$ cat src/hdl/mld_pkg.sv
// ----------------------------------------------------------------------------
// mld_pkg: shared types and constants of the magic/length deframer
// Phase and status codes, register indexes, reset values and result type.
// ----------------------------------------------------------------------------
package mld_pkg;

    localparam int unsigned CFG_INDEX_W = 8;
    localparam int unsigned CFG_DATA_W  = 32;
    localparam int unsigned LEN_W       = 32;

    localparam int unsigned DEF_SYNC_BYTES   = 4;
    localparam int unsigned DEF_LENGTH_BYTES = 4;

    localparam logic [CFG_INDEX_W-1:0] REG_SYNC_WORD = 8'd0;
    localparam logic [CFG_INDEX_W-1:0] REG_MAX_LEN   = 8'd1;

    localparam logic [CFG_DATA_W-1:0] RST_SYNC_WORD = 32'hCA6E_E595;
    localparam logic [CFG_DATA_W-1:0] RST_MAX_LEN   = 32'd65535;

    typedef enum logic [1:0] {
        PH_HUNT = 2'd0,
        PH_LEN  = 2'd1,
        PH_DATA = 2'd2
    } t_phase;

    typedef enum logic [1:0] {
        ST_DATA     = 2'd0,
        ST_ABORT    = 2'd1,
        ST_OVERSIZE = 2'd2
    } t_status;

    typedef struct packed {
        logic [CFG_DATA_W-1:0] sync_word;
        logic [LEN_W-1:0]      max_len;
    } t_cfg;

    typedef struct packed {
        logic [7:0] payload_byte;
        logic       frame_last;
        t_status    status;
    } t_result;

endpackage

$ cat src/hdl/mld_if.sv
// ----------------------------------------------------------------------------
// mld_if: channel interfaces of the deframer
// Byte input stream, result output stream and register write channel.
// ----------------------------------------------------------------------------
interface mld_in_if;
    logic       valid;
    logic       ready;
    logic [7:0] in_byte;
    logic       body_end;

    modport source (output valid, output in_byte, output body_end, input ready);
    modport sink   (input valid, input in_byte, input body_end, output ready);
endinterface

interface mld_out_if;
    logic             valid;
    logic             ready;
    logic [7:0]       payload_byte;
    logic             frame_last;
    mld_pkg::t_status status;

    modport source (output valid, output payload_byte, output frame_last,
                    output status, input ready);
    modport sink   (input valid, input payload_byte, input frame_last,
                    input status, output ready);
endinterface

interface mld_cfg_if;
    logic                             valid;
    logic                             ready;
    logic [mld_pkg::CFG_INDEX_W-1:0]  index;
    logic [mld_pkg::CFG_DATA_W-1:0]   data;

    modport source (output valid, output index, output data, input ready);
    modport sink   (input valid, input index, input data, output ready);
endinterface

$ cat src/hdl/mld_cfg_regs.sv
// ----------------------------------------------------------------------------
// mld_cfg_regs: configuration registers
// Holds the sync word and the payload length limit; writes always accepted.
// ----------------------------------------------------------------------------
module mld_cfg_regs (
    input  logic           i_clk,
    input  logic           i_rst_n,
    mld_cfg_if.sink        i_cfg,
    output mld_pkg::t_cfg  o_cfg
);

    mld_pkg::t_cfg r_cfg;

    assign i_cfg.ready = 1'b1;
    assign o_cfg       = r_cfg;

    always_ff @(posedge i_clk) begin
        if (!i_rst_n) begin
            r_cfg.sync_word <= mld_pkg::RST_SYNC_WORD;
            r_cfg.max_len   <= mld_pkg::RST_MAX_LEN;
        end else if (i_cfg.valid) begin
            // ignore writes to indexes beyond the register list
            if (i_cfg.index == mld_pkg::REG_SYNC_WORD) begin
                r_cfg.sync_word <= i_cfg.data;
            end else if (i_cfg.index == mld_pkg::REG_MAX_LEN) begin
                r_cfg.max_len <= i_cfg.data;
            end
        end
    end

endmodule

$ cat src/hdl/mld_core.sv
// ----------------------------------------------------------------------------
// mld_core: frame state machine
// Hunts the sync word, gathers the length and forwards payload bytes.
// ----------------------------------------------------------------------------
module mld_core #(
    parameter int unsigned SYNC_BYTES   = mld_pkg::DEF_SYNC_BYTES,
    parameter int unsigned LENGTH_BYTES = mld_pkg::DEF_LENGTH_BYTES
) (
    input  logic             i_clk,
    input  logic             i_rst_n,
    input  mld_pkg::t_cfg    i_cfg,
    mld_in_if.sink           i_in,
    input  logic             i_res_room,
    output logic             o_res_valid,
    output mld_pkg::t_result o_res
);

    localparam int unsigned SW    = 8 * SYNC_BYTES;
    localparam int unsigned CNT_W = $clog2(SYNC_BYTES + 1);
    localparam int unsigned LBS_W = (LENGTH_BYTES > 1) ? $clog2(LENGTH_BYTES) : 1;
    localparam logic [CNT_W-1:0] CNT_FULL = CNT_W'(SYNC_BYTES);
    localparam logic [LBS_W-1:0] LBS_LAST = LBS_W'(LENGTH_BYTES - 1);
    localparam int unsigned LW    = mld_pkg::LEN_W;

    mld_pkg::t_phase r_phase, n_phase;
    logic [SW-1:0]    r_recent, n_recent;
    logic [CNT_W-1:0] r_count, n_count;
    logic [LBS_W-1:0] r_lbs, n_lbs;
    logic [LW-1:0]    r_rem, n_rem;

    logic                    accept;
    logic [SW+31:0]          sync_wide;
    logic [SW-1:0]           sync_cmp;
    logic [LW-1:0]           len_next;

    assign i_in.ready = i_res_room;
    assign accept     = i_in.valid && i_res_room;

    // sync bytes above the 32-bit register compare as zero
    assign sync_wide = {{SW{1'b0}}, i_cfg.sync_word};
    assign sync_cmp  = sync_wide[SW-1:0];

    always_comb begin
        n_phase     = r_phase;
        n_recent    = r_recent;
        n_count     = r_count;
        n_lbs       = r_lbs;
        n_rem       = r_rem;
        len_next    = {r_rem[LW-9:0], i_in.in_byte};
        o_res_valid = 1'b0;
        o_res       = '{payload_byte: 8'd0, frame_last: 1'b0,
                        status: mld_pkg::ST_DATA};

        if (accept) begin
            if (i_in.body_end) begin
                // abort any frame in progress, restart the hunt
                if (r_phase == mld_pkg::PH_LEN || r_phase == mld_pkg::PH_DATA) begin
                    o_res_valid  = 1'b1;
                    o_res.status = mld_pkg::ST_ABORT;
                end
                n_phase  = mld_pkg::PH_HUNT;
                n_recent = '0;
                n_count  = '0;
                n_lbs    = '0;
                n_rem    = '0;
            end else begin
                case (r_phase)
                    mld_pkg::PH_LEN: begin
                        n_rem = len_next;
                        if (r_lbs == LBS_LAST) begin
                            n_lbs = '0;
                            if (len_next == '0) begin
                                n_phase = mld_pkg::PH_HUNT;
                            end else if (len_next > i_cfg.max_len) begin
                                n_phase      = mld_pkg::PH_HUNT;
                                n_rem        = '0;
                                o_res_valid  = 1'b1;
                                o_res.status = mld_pkg::ST_OVERSIZE;
                            end else begin
                                n_phase = mld_pkg::PH_DATA;
                            end
                        end else begin
                            n_lbs = r_lbs + 1'b1;
                        end
                    end
                    mld_pkg::PH_DATA: begin
                        n_rem              = r_rem - 1'b1;
                        o_res_valid        = 1'b1;
                        o_res.payload_byte = i_in.in_byte;
                        if (r_rem == LW'(1)) begin
                            o_res.frame_last = 1'b1;
                            n_phase          = mld_pkg::PH_HUNT;
                            n_rem            = '0;
                        end
                    end
                    default: begin
                        n_phase = mld_pkg::PH_HUNT;
                        n_recent = SW'({r_recent, i_in.in_byte});
                        if (r_count != CNT_FULL) begin
                            n_count = r_count + 1'b1;
                        end
                        if (n_count == CNT_FULL && n_recent == sync_cmp) begin
                            n_recent = '0;
                            n_count  = '0;
                            n_phase  = mld_pkg::PH_LEN;
                            n_lbs    = '0;
                            n_rem    = '0;
                        end
                    end
                endcase
            end
        end
    end

    always_ff @(posedge i_clk) begin
        if (!i_rst_n) begin
            r_phase  <= mld_pkg::PH_HUNT;
            r_recent <= '0;
            r_count  <= '0;
            r_lbs    <= '0;
            r_rem    <= '0;
        end else begin
            r_phase  <= n_phase;
            r_recent <= n_recent;
            r_count  <= n_count;
            r_lbs    <= n_lbs;
            r_rem    <= n_rem;
        end
    end

endmodule

$ cat src/hdl/mld_out_buf.sv
// ----------------------------------------------------------------------------
// mld_out_buf: result register with skid stage
// Two-entry output buffer so the input side keeps moving while a result waits.
// ----------------------------------------------------------------------------
module mld_out_buf (
    input  logic             i_clk,
    input  logic             i_rst_n,
    input  logic             i_push,
    input  mld_pkg::t_result i_res,
    output logic             o_room,
    mld_out_if.source        o_out
);

    logic             r_main_v, n_main_v;
    logic             r_skid_v, n_skid_v;
    mld_pkg::t_result r_main, n_main;
    mld_pkg::t_result r_skid, n_skid;
    logic             pop;

    assign o_room             = !r_skid_v;
    assign pop                = r_main_v && o_out.ready;
    assign o_out.valid        = r_main_v;
    assign o_out.payload_byte = r_main.payload_byte;
    assign o_out.frame_last   = r_main.frame_last;
    assign o_out.status       = r_main.status;

    always_comb begin
        n_main_v = r_main_v;
        n_skid_v = r_skid_v;
        n_main   = r_main;
        n_skid   = r_skid;
        if (pop) begin
            if (r_skid_v) begin
                // advance the skid entry; no push can arrive while it is full
                n_main   = r_skid;
                n_skid_v = 1'b0;
            end else begin
                n_main_v = i_push;
                n_main   = i_res;
            end
        end else if (i_push) begin
            if (!r_main_v) begin
                n_main_v = 1'b1;
                n_main   = i_res;
            end else begin
                n_skid_v = 1'b1;
                n_skid   = i_res;
            end
        end
    end

    always_ff @(posedge i_clk) begin
        if (!i_rst_n) begin
            r_main_v <= 1'b0;
            r_skid_v <= 1'b0;
        end else begin
            r_main_v <= n_main_v;
            r_skid_v <= n_skid_v;
        end
        r_main <= n_main;
        r_skid <= n_skid;
    end

endmodule

$ cat src/hdl/magic_length_deframer.sv
// ----------------------------------------------------------------------------
// magic_length_deframer: sync-word hunting, length-prefixed deframer
// Top level: configuration registers, frame state machine, output buffer.
// ----------------------------------------------------------------------------
// Usage:
//   i_in   : one body byte per item with a body_end mark (in_byte ignored
//            when body_end is set). Valid/ready handshake.
//   o_out  : zero or one result per input item: a payload byte with
//            frame_last on the final byte, or a status-only item for a frame
//            aborted at body end or dropped for oversize length.
//   i_cfg  : register writes (0 sync word, 1 max payload length), always
//            ready; write only while the block is idle.
// Throughput is one item per cycle while the output buffer has room; the
// next state for a byte is combinational. o_out is driven from registers.
// A two-entry output buffer keeps i_in ready while one result
// waits; with both entries full i_in.ready drops until o_out drains.
// Reset (synchronous, active low) restores the default sync word 0xCA6EE595,
// limit 65535, clears the buffer and restarts the hunt.
// ----------------------------------------------------------------------------
module magic_length_deframer #(
    parameter int unsigned SYNC_BYTES   = mld_pkg::DEF_SYNC_BYTES,
    parameter int unsigned LENGTH_BYTES = mld_pkg::DEF_LENGTH_BYTES
) (
    input  logic        i_clk,
    input  logic        i_rst_n,
    mld_in_if.sink      i_in,
    mld_out_if.source   o_out,
    mld_cfg_if.sink     i_cfg
);

    mld_pkg::t_cfg    cfg;
    mld_pkg::t_result res;
    logic             res_valid;
    logic             res_room;

    mld_cfg_regs u_cfg_regs (
        .i_clk   (i_clk),
        .i_rst_n (i_rst_n),
        .i_cfg   (i_cfg),
        .o_cfg   (cfg)
    );

    mld_core #(
        .SYNC_BYTES   (SYNC_BYTES),
        .LENGTH_BYTES (LENGTH_BYTES)
    ) u_core (
        .i_clk       (i_clk),
        .i_rst_n     (i_rst_n),
        .i_cfg       (cfg),
        .i_in        (i_in),
        .i_res_room  (res_room),
        .o_res_valid (res_valid),
        .o_res       (res)
    );

    mld_out_buf u_out_buf (
        .i_clk   (i_clk),
        .i_rst_n (i_rst_n),
        .i_push  (res_valid),
        .i_res   (res),
        .o_room  (res_room),
        .o_out   (o_out)
    );

endmodule
$ cat src/flat_wrapper.sv
// flat-port wrapper written by rule: the top's interface ports become plain ports
module magic_length_deframer_flat 
#(
    parameter int unsigned SYNC_BYTES   = mld_pkg::DEF_SYNC_BYTES,
    parameter int unsigned LENGTH_BYTES = mld_pkg::DEF_LENGTH_BYTES
)
  (i_clk, i_rst_n, i_in_valid, i_in_in_byte, i_in_body_end, i_in_ready, o_out_valid, o_out_payload_byte, o_out_frame_last, o_out_status, o_out_ready, i_cfg_valid, i_cfg_index, i_cfg_data, i_cfg_ready);
  mld_in_if i_in_i ();
  mld_out_if o_out_i ();
  mld_cfg_if i_cfg_i ();
  input  logic i_clk;
  input  logic i_rst_n;
  input wire logic [$bits(i_in_i.valid)-1:0] i_in_valid;
  input wire logic [$bits(i_in_i.in_byte)-1:0] i_in_in_byte;
  input wire logic [$bits(i_in_i.body_end)-1:0] i_in_body_end;
  output wire logic [$bits(i_in_i.ready)-1:0] i_in_ready;
  output wire logic [$bits(o_out_i.valid)-1:0] o_out_valid;
  output wire logic [$bits(o_out_i.payload_byte)-1:0] o_out_payload_byte;
  output wire logic [$bits(o_out_i.frame_last)-1:0] o_out_frame_last;
  output wire logic [$bits(o_out_i.status)-1:0] o_out_status;
  input wire logic [$bits(o_out_i.ready)-1:0] o_out_ready;
  input wire logic [$bits(i_cfg_i.valid)-1:0] i_cfg_valid;
  input wire logic [$bits(i_cfg_i.index)-1:0] i_cfg_index;
  input wire logic [$bits(i_cfg_i.data)-1:0] i_cfg_data;
  output wire logic [$bits(i_cfg_i.ready)-1:0] i_cfg_ready;
  assign i_in_i.valid = i_in_valid;
  assign i_in_i.in_byte = i_in_in_byte;
  assign i_in_i.body_end = i_in_body_end;
  assign i_in_ready = i_in_i.ready;
  assign o_out_valid = o_out_i.valid;
  assign o_out_payload_byte = o_out_i.payload_byte;
  assign o_out_frame_last = o_out_i.frame_last;
  assign o_out_status = o_out_i.status;
  assign o_out_i.ready = o_out_ready;
  assign i_cfg_i.valid = i_cfg_valid;
  assign i_cfg_i.index = i_cfg_index;
  assign i_cfg_i.data = i_cfg_data;
  assign i_cfg_ready = i_cfg_i.ready;
  magic_length_deframer #(.SYNC_BYTES(SYNC_BYTES), .LENGTH_BYTES(LENGTH_BYTES)) u_core (.i_clk(i_clk), .i_rst_n(i_rst_n), .i_in(i_in_i), .o_out(o_out_i), .i_cfg(i_cfg_i));
endmodule
$ cat config.mk
export PLATFORM = sky130hd
export DESIGN_NAME = magic_length_deframer_flat
export DESIGN_NICKNAME = d
export VERILOG_FILES = /design/src/hdl/mld_pkg.sv /design/src/hdl/mld_if.sv /design/src/hdl/mld_cfg_regs.sv /design/src/hdl/mld_core.sv /design/src/hdl/mld_out_buf.sv /design/src/hdl/magic_length_deframer.sv /design/src/flat_wrapper.sv
export SDC_FILE = /design/constraint.sdc
export NUM_CORES = 1
export LEC_CHECK = 0
export BUFFER_PORTS_ARGS = -buffer_cell sky130_fd_sc_hd__clkbuf_2
export CELL_PAD_IN_SITES_DETAIL_PLACEMENT = 1
export CELL_PAD_IN_SITES_GLOBAL_PLACEMENT = 1
export CORE_MARGIN = 2
export CORE_UTILIZATION = 41
export DETAILED_ROUTE_END_ITERATION = 8
export PLACE_DENSITY = 0.78
export SLEW_MARGIN = 10
export SYNTH_ARGS = -nofsm -noshare
export SYNTH_HDL_FRONTEND = slang
export SYNTH_SLANG_ARGS = --single-unit
$ cat constraint.sdc
create_clock -name i_clk -period 3.45 [get_ports i_clk]
set_input_delay 0.8625 -clock i_clk [delete_from_list [all_inputs] [get_ports i_clk]]
set_output_delay 0.8625 -clock i_clk [all_outputs]
set_load 0.01 [all_outputs]
# Yosys cells after proc, flatten, opt, wreduce, memory -nomap -nowiden
# Cells that the tools add are included.
[totals] reg_bits=151 input_bits=54 out_inout_bits=14 word_cells=110
[op_classes] n_addsub=3 n_lt_le_gt_ge=1 n_eq_ne=14 mux=52 bitwise_logic=3 reduce_logical=22
[op_table] cell="2-to-1 mux 32 bit" n=6
[op_table] cell="2-to-1 mux 24 bit" n=3
[op_table] cell="case mux 32 bit (2 select lines)" n=1
[op_table] cell="2-to-1 mux 11 bit" n=5
[op_table] cell="equality test 32 x 1 -> 1 bit, second input constant" n=1
[op_table] cell="equality test 32 bit" n=1
[op_table] cell="greater-than comparator 32 bit" n=1
[op_table] cell="zero test 32 bit" n=1
[op_table] cell="subtractor 32 x 1 -> 32 bit, second input constant" n=1
[op_table] cell="2-to-1 mux 2 bit" n=13
[op_table] cell="2-to-1 mux 3 bit" n=7
[op_table] cell="2-to-1 mux 9 bit" n=2
[op_table] cell="2-to-1 mux 1 bit" n=12
[op_table] cell="AND reduction 2 bit" n=6
[op_table] cell="AND reduction 3 bit" n=4
[op_table] cell="equality test 8 x 1 -> 1 bit, second input constant" n=1
[op_table] cell="zero test 8 bit" n=1
[op_table] cell="case mux 2 bit (2 select lines)" n=2
[op_table] cell="inequality test 3 x 2 -> 1 bit, second input constant" n=2
[op_table] cell="equality test 2 bit, second input constant" n=2
[op_table] cell="inequality test 2 x 1 -> 1 bit, second input constant" n=2
[op_table] cell="inequality test 2 bit, second input constant" n=2
[op_table] cell="nonzero test 4 bit" n=1
[op_table] cell="OR reduction 2 bit" n=2
[op_table] cell="other kinds (12)" n=16

# Logic depth before layout (Yosys ltp)
[logic_depth] depth_word=10 mapped_depth=11 depth_no_buf=9

# Cells and area by module
# From an unflattened synthesis, not the netlist that was laid out.
[unflattened] cells_unflattened=870 hier_area_um2=8005.2
[modules_own_cells] module="mld_core" instances=1 cells_each=549 area_per_inst_um2=4439.3 seq_area_each_um2=1261.2
[modules_own_cells] module="mld_cfg_regs" instances=1 cells_each=274 area_per_inst_um2=2635.0 seq_area_each_um2=1281.2
[modules_own_cells] module="mld_out_buf" instances=1 cells_each=47 area_per_inst_um2=930.9 seq_area_each_um2=700.7

# Worst setup path after synthesis
# Ideal clock, no wire load.
[synth_path] kind="input-to-reg" startpoint="input i_in_in_byte[1]" endpoint="register u_core.u_out_buf.r_skid[0] (netlist name), enable pin" setup_ns=0.397 t_arrival_ns=2.890 t_required_ns=3.053 path_slack_ns=0.163 stages=7 n_path_buf=0 cell_sequence="ha_1 -> nor2b_1 -> o211ai_1 -> a211o_1 -> a31oi_1 -> o211ai_1 -> a211oi_1"
[synth_via] elab_chain_len=8 word_cells_on_any_way=9 classes_between="order compare (1); mux (6); reduce/logical (2)"
[synth_lines] element="start: declaration" line_no="flat_wrapper.sv:14" rtl="input wire logic [$bits(i_in_i.in_byte)-1:0] i_in_in_byte;"
[synth_lines] element="greater-than comparator 32 bit" line_no="mld_core.sv:74" rtl="end else if (len_next > i_cfg.max_len) begin"
[synth_lines] element="2-to-1 mux 1 bit" line_no="mld_core.sv:74"
[synth_lines] element="2-to-1 mux 1 bit (*)" line_no="mld_core.sv:72" rtl="if (len_next == '0) begin"
[synth_lines] element="2-to-1 mux 1 bit (*)" line_no="mld_core.sv:70" rtl="if (r_lbs == LBS_LAST) begin"
[synth_lines] element="case mux 1 bit (2 select lines) (*)" line_no="mld_core.sv:67" rtl="case (r_phase)"
[synth_lines] element="2-to-1 mux 1 bit (*)" line_no="mld_core.sv:55" rtl="if (i_in.body_end) begin"
[synth_lines] element="2-to-1 mux 1 bit (*)" line_no="mld_core.sv:54" rtl="if (accept) begin"
[synth_lines] element="AND reduction 3 bit (no source line) (*)"
[synth_lines] element="end signal: assignment" line_no="mld_out_buf.sv:61" rtl="r_skid <= n_skid;"
[synth_lines] element="end: declaration" line_no="mld_out_buf.sv:17" rtl="mld_pkg::t_result r_skid, n_skid;"
# Every way passes the cells marked *; elsewhere a longest branch is shown, timed or not.
# A chain may end at the register's enable or synchronous reset.

# Worst setup path after layout
[layout_path] startpoint="register u_core.u_core.r_rem[23]" endpoint="register u_core.u_out_buf.r_main, in the netlist u_core.u_out_buf.o_out.frame_last, enable pin"
[layout_via] elab_chain_len=9 word_cells_on_any_way=10 classes_between="order compare (1); mux (6); reduce/logical (3)"
[layout_lines] element="start: declaration" line_no="mld_core.sv:29" rtl="logic [LW-1:0] r_rem, n_rem;"
[layout_lines] element="start signal: assignment" line_no="mld_core.sv:127" rtl="r_rem <= n_rem;"
[layout_lines] element="greater-than comparator 32 bit" line_no="mld_core.sv:74"
[layout_lines] element="2-to-1 mux 1 bit" line_no="mld_core.sv:74"
[layout_lines] element="2-to-1 mux 1 bit (*)" line_no="mld_core.sv:72"
[layout_lines] element="2-to-1 mux 1 bit (*)" line_no="mld_core.sv:70"
[layout_lines] element="case mux 1 bit (2 select lines) (*)" line_no="mld_core.sv:67"
[layout_lines] element="2-to-1 mux 1 bit (*)" line_no="mld_core.sv:55"
[layout_lines] element="2-to-1 mux 1 bit (*)" line_no="mld_core.sv:54"
[layout_lines] element="nonzero test 2 bit (no source line) (*)"
[layout_lines] element="AND reduction 2 bit (no source line) (*)"
[layout_lines] element="end signal: assignment" line_no="mld_out_buf.sv:60" rtl="r_main <= n_main;"
[layout_lines] element="end: declaration" line_no="mld_out_buf.sv:16" rtl="mld_pkg::t_result r_main, n_main;"
# Marks and branches as above.

==> results.cfg <==
[outcome]
status = finished, final reports clean

[clock_network]
cts_sinks = 151
clk_latency_ns = 0.43
cts_setup_buffers = 0
cts_tree = yes
cts_root_buffer = clkbuf_16
htreeDepth = 4
cts_made_buffers = 17
cts_resized = 0
clk_pin_slew_worst_paths_ns = 0.06
clk_path_buf_depth = 2
cts_hold_buf = 0

[yosys]
ys_warn_count = 0
synth.most_common_cell = nand2_1
synthArstFlopShare_pct = 0
synthTopCellsByArea = dfxtp_1, edfxtp_1, nand2_1
ys_seq_area_share_pct = 42.6
yosysUniqueCellTypes = 58
ys.flop_type = dfxtp_1
syn_avg_cell_area_um2 = 8.68
syn_area_um2 = 7610
synth-edff-count = 22
syn-num-nets = 970
synth_cells = 877
synth-seq-cells = 151
synth_top_area_share_pct = 33.9
yosysTopAreaCell = dfxtp_1
synth_common_cells = nand2_1, dfxtp_1, inv_1, ha_1, clkbuf_1

[global_routing]
grt_pass1_vias = 6908
grt_pass1_wl_um = 37200
grt_usage_pct = 23.8
antenna_found_initial = 0
grt_max_degree = 100
gr-total-overflow = 0

[placement]
place_ws_ns = 0.0752
place.gp.congestion = 0.844
hpwlAfterDp_um = 16500
io_buffers = 66
post-place-cells = 1152

[die]
core_um2 = 18100
chipHeight_um = 140
dieArea_um2 = 19700
io_pins = 68
rows = 49
initial_core_util_pct = 42.1
die_w_um = 140

[drt]
dr.pass1.iters = 4
vias = 6692
routed_wl_um = 22600
drc = 0
ant_nets = 0
drtIter0Drc = 402
vias_per_cell = 5.66
routedWlPerCell_um = 19.2

[setup_path]
critPathKind = flop to flop
startpoint = u_core.u_core.r_rem[23]$_SDFFE_PN0P_
cp.required_ns = 3.60
cp-start-kind = flop
end_kind = flop
cp.arrival_ns = 3.31
critPathMaxFanout = 11
timing.rr.start = u_core.u_core.r_rem[23]$_SDFFE_PN0P_

[layout]
layout-drive-gt1-share_pct = 14.4
diodes = 0
area_growth_pct = 16.2
finish.cell_count_without_fillers = 1182
final_util_pct = 48.9
final_nets = 1035

[sta]
rsz0062_at_grt = false
finalWorstSetupSlack_ns = 0.293
fin_crit_sh_pct = 91.5
final.setup.tns_ns = 0
worst_pin_slew_ns = 0.931
setup_viol = 0
fin_skew_ns = 0.0116
slew_headroom_pct = 37.9
finalHoldViolCount = 0
final-max-slew-violation-count = 0
fin_crit_ns = 3.16
timing.fmax_mhz = 317

[power_and_ir_drop]
p_leak_nw = 3.68
ir_worst_vdd_mv = 0.322
power.density_nw_per_um2 = 425

[flow_run]
drv_cap = 0

[worst_hold_path]
min_from = u_core.u_cfg_regs.o_cfg[29]$_SDFFE_PN0P_
min_path_type = flop to flop
state kept, by name, summed over array words and instances (netlist names), 2 cells and up:
| name | flops |
|---|---|
| u_core.u_cfg_regs.o_cfg | 64 |
| u_core.u_core.r_rem | 32 |
| u_core.u_core.r_recent | 24 |
| u_core.u_out_buf.r_skid | 11 |
| u_core.u_out_buf.o_out.payload_byte | 8 |
| u_core.u_core.r_count | 3 |
| u_core.u_core.r_lbs | 2 |
| u_core.u_core.r_phase | 2 |
| u_core.u_out_buf.o_out.status | 2 |
cells in the final DEF (no fill, tap or decap), types with 3 or more instances in the layout:
cell	n
nand2_1	162
dfxtp_1	129
clkbuf_2	66
inv_1	44
ha_1	39
a21boi_0	34
xnor2_1	33
nor2_1	32
nand3_1	32
nor2b_1	30
o21ai_0	28
a221o_1	26
nor3_1	25
a22oi_1	24
buf_4	24
nand4_1	22
edfxtp_1	22
o211ai_1	19
a21oi_1	18
clkbuf_16	17
nor4_1	15
a21o_1	13
and3_1	12
nor3b_1	9
a31oi_1	6
or4_1	4
a211o_1	4
buf_12	4
or3_1	3
or2_2	3
nor4b_1	3
nand3b_1	3
and2_1	3
final cells by class:
class | instances | area [um2]
fillers | 2118 | 9240
multi-input cells | 634 | 4010
flip-flops and latches | 151 | 3240
repair buffers | 94 | 591
clock buffers | 20 | 457
well taps | 229 | 287
inverters | 44 | 165
clock inverters | 10 | 96.3
kinds of logic after synthesis:
group / share of synthesized area (%)
compound gates: 18.3
other cells: 0.0493
buf+inv: 4.90
xor+xnor: 3.91
flops: 42.6
fa+ha+maj: 6.41
mux: 0.148
simple gates: 23.7
where the power goes:
group          leakage (nW)  internal (mW)  switching [mW]  total, mW
Combinational          2.22         0.0682           0.106      0.175
Sequential             1.19           1.79         0.00865       1.79
Clock                 0.269           1.03           0.764       1.79
Total                  3.68           2.88           0.879       3.76
per-layer routing:
layer	vias up	global-route usage [%]	wire length [um]	part of all wire, %
li1	3262	-	-	-
met1	3270	32.6	10800	48
met2	138	39.6	10800	47
met3	22	3.69	880	3.9
met4	0	5.90	255	1.1
met5	-	0	0	0
worst max-delay path, cell delays in order (launching register included):
cell,delay (ns)
dfxtp_1,0.41
ha_1,0.35
nand4_1,0.16
or4_1,0.68
nor4_1,0.40
nor3b_1,0.13
o211ai_1,0.13
a21boi_0,0.19
mux2_2,0.42
final timing paths:
| kind | to | slack (ns) | depth (start not counted) |
|---|---|---|---|
| setup / recovery | u_core.u_out_buf.o_out.frame_last$_DFFE_PP_ | 0.29 | 8 |
| hold / removal | u_core.u_cfg_regs.o_cfg[29]$_SDFFE_PN0P_ | 0.47 | 2 |
| setup reg to reg | u_core.u_out_buf.o_out.frame_last$_DFFE_PP_ | 0.29 | 8 |
| hold reg to reg | u_core.u_cfg_regs.o_cfg[29]$_SDFFE_PN0P_ | 0.47 | 2 |
per-stage QoR:
step	hold slack, ns	total power [mW]	instance area (um2)
after global routing	0.484	3.88	8850
after detailed placement	0.460	2.01	8290
after CTS	0.469	3.79	8850
after global placement	0.455	2.00	8290
after floorplan	0.436	1.91	7610
final	0.466	3.76	8850
Note: power is estimated with default switching activity, not from simulation.
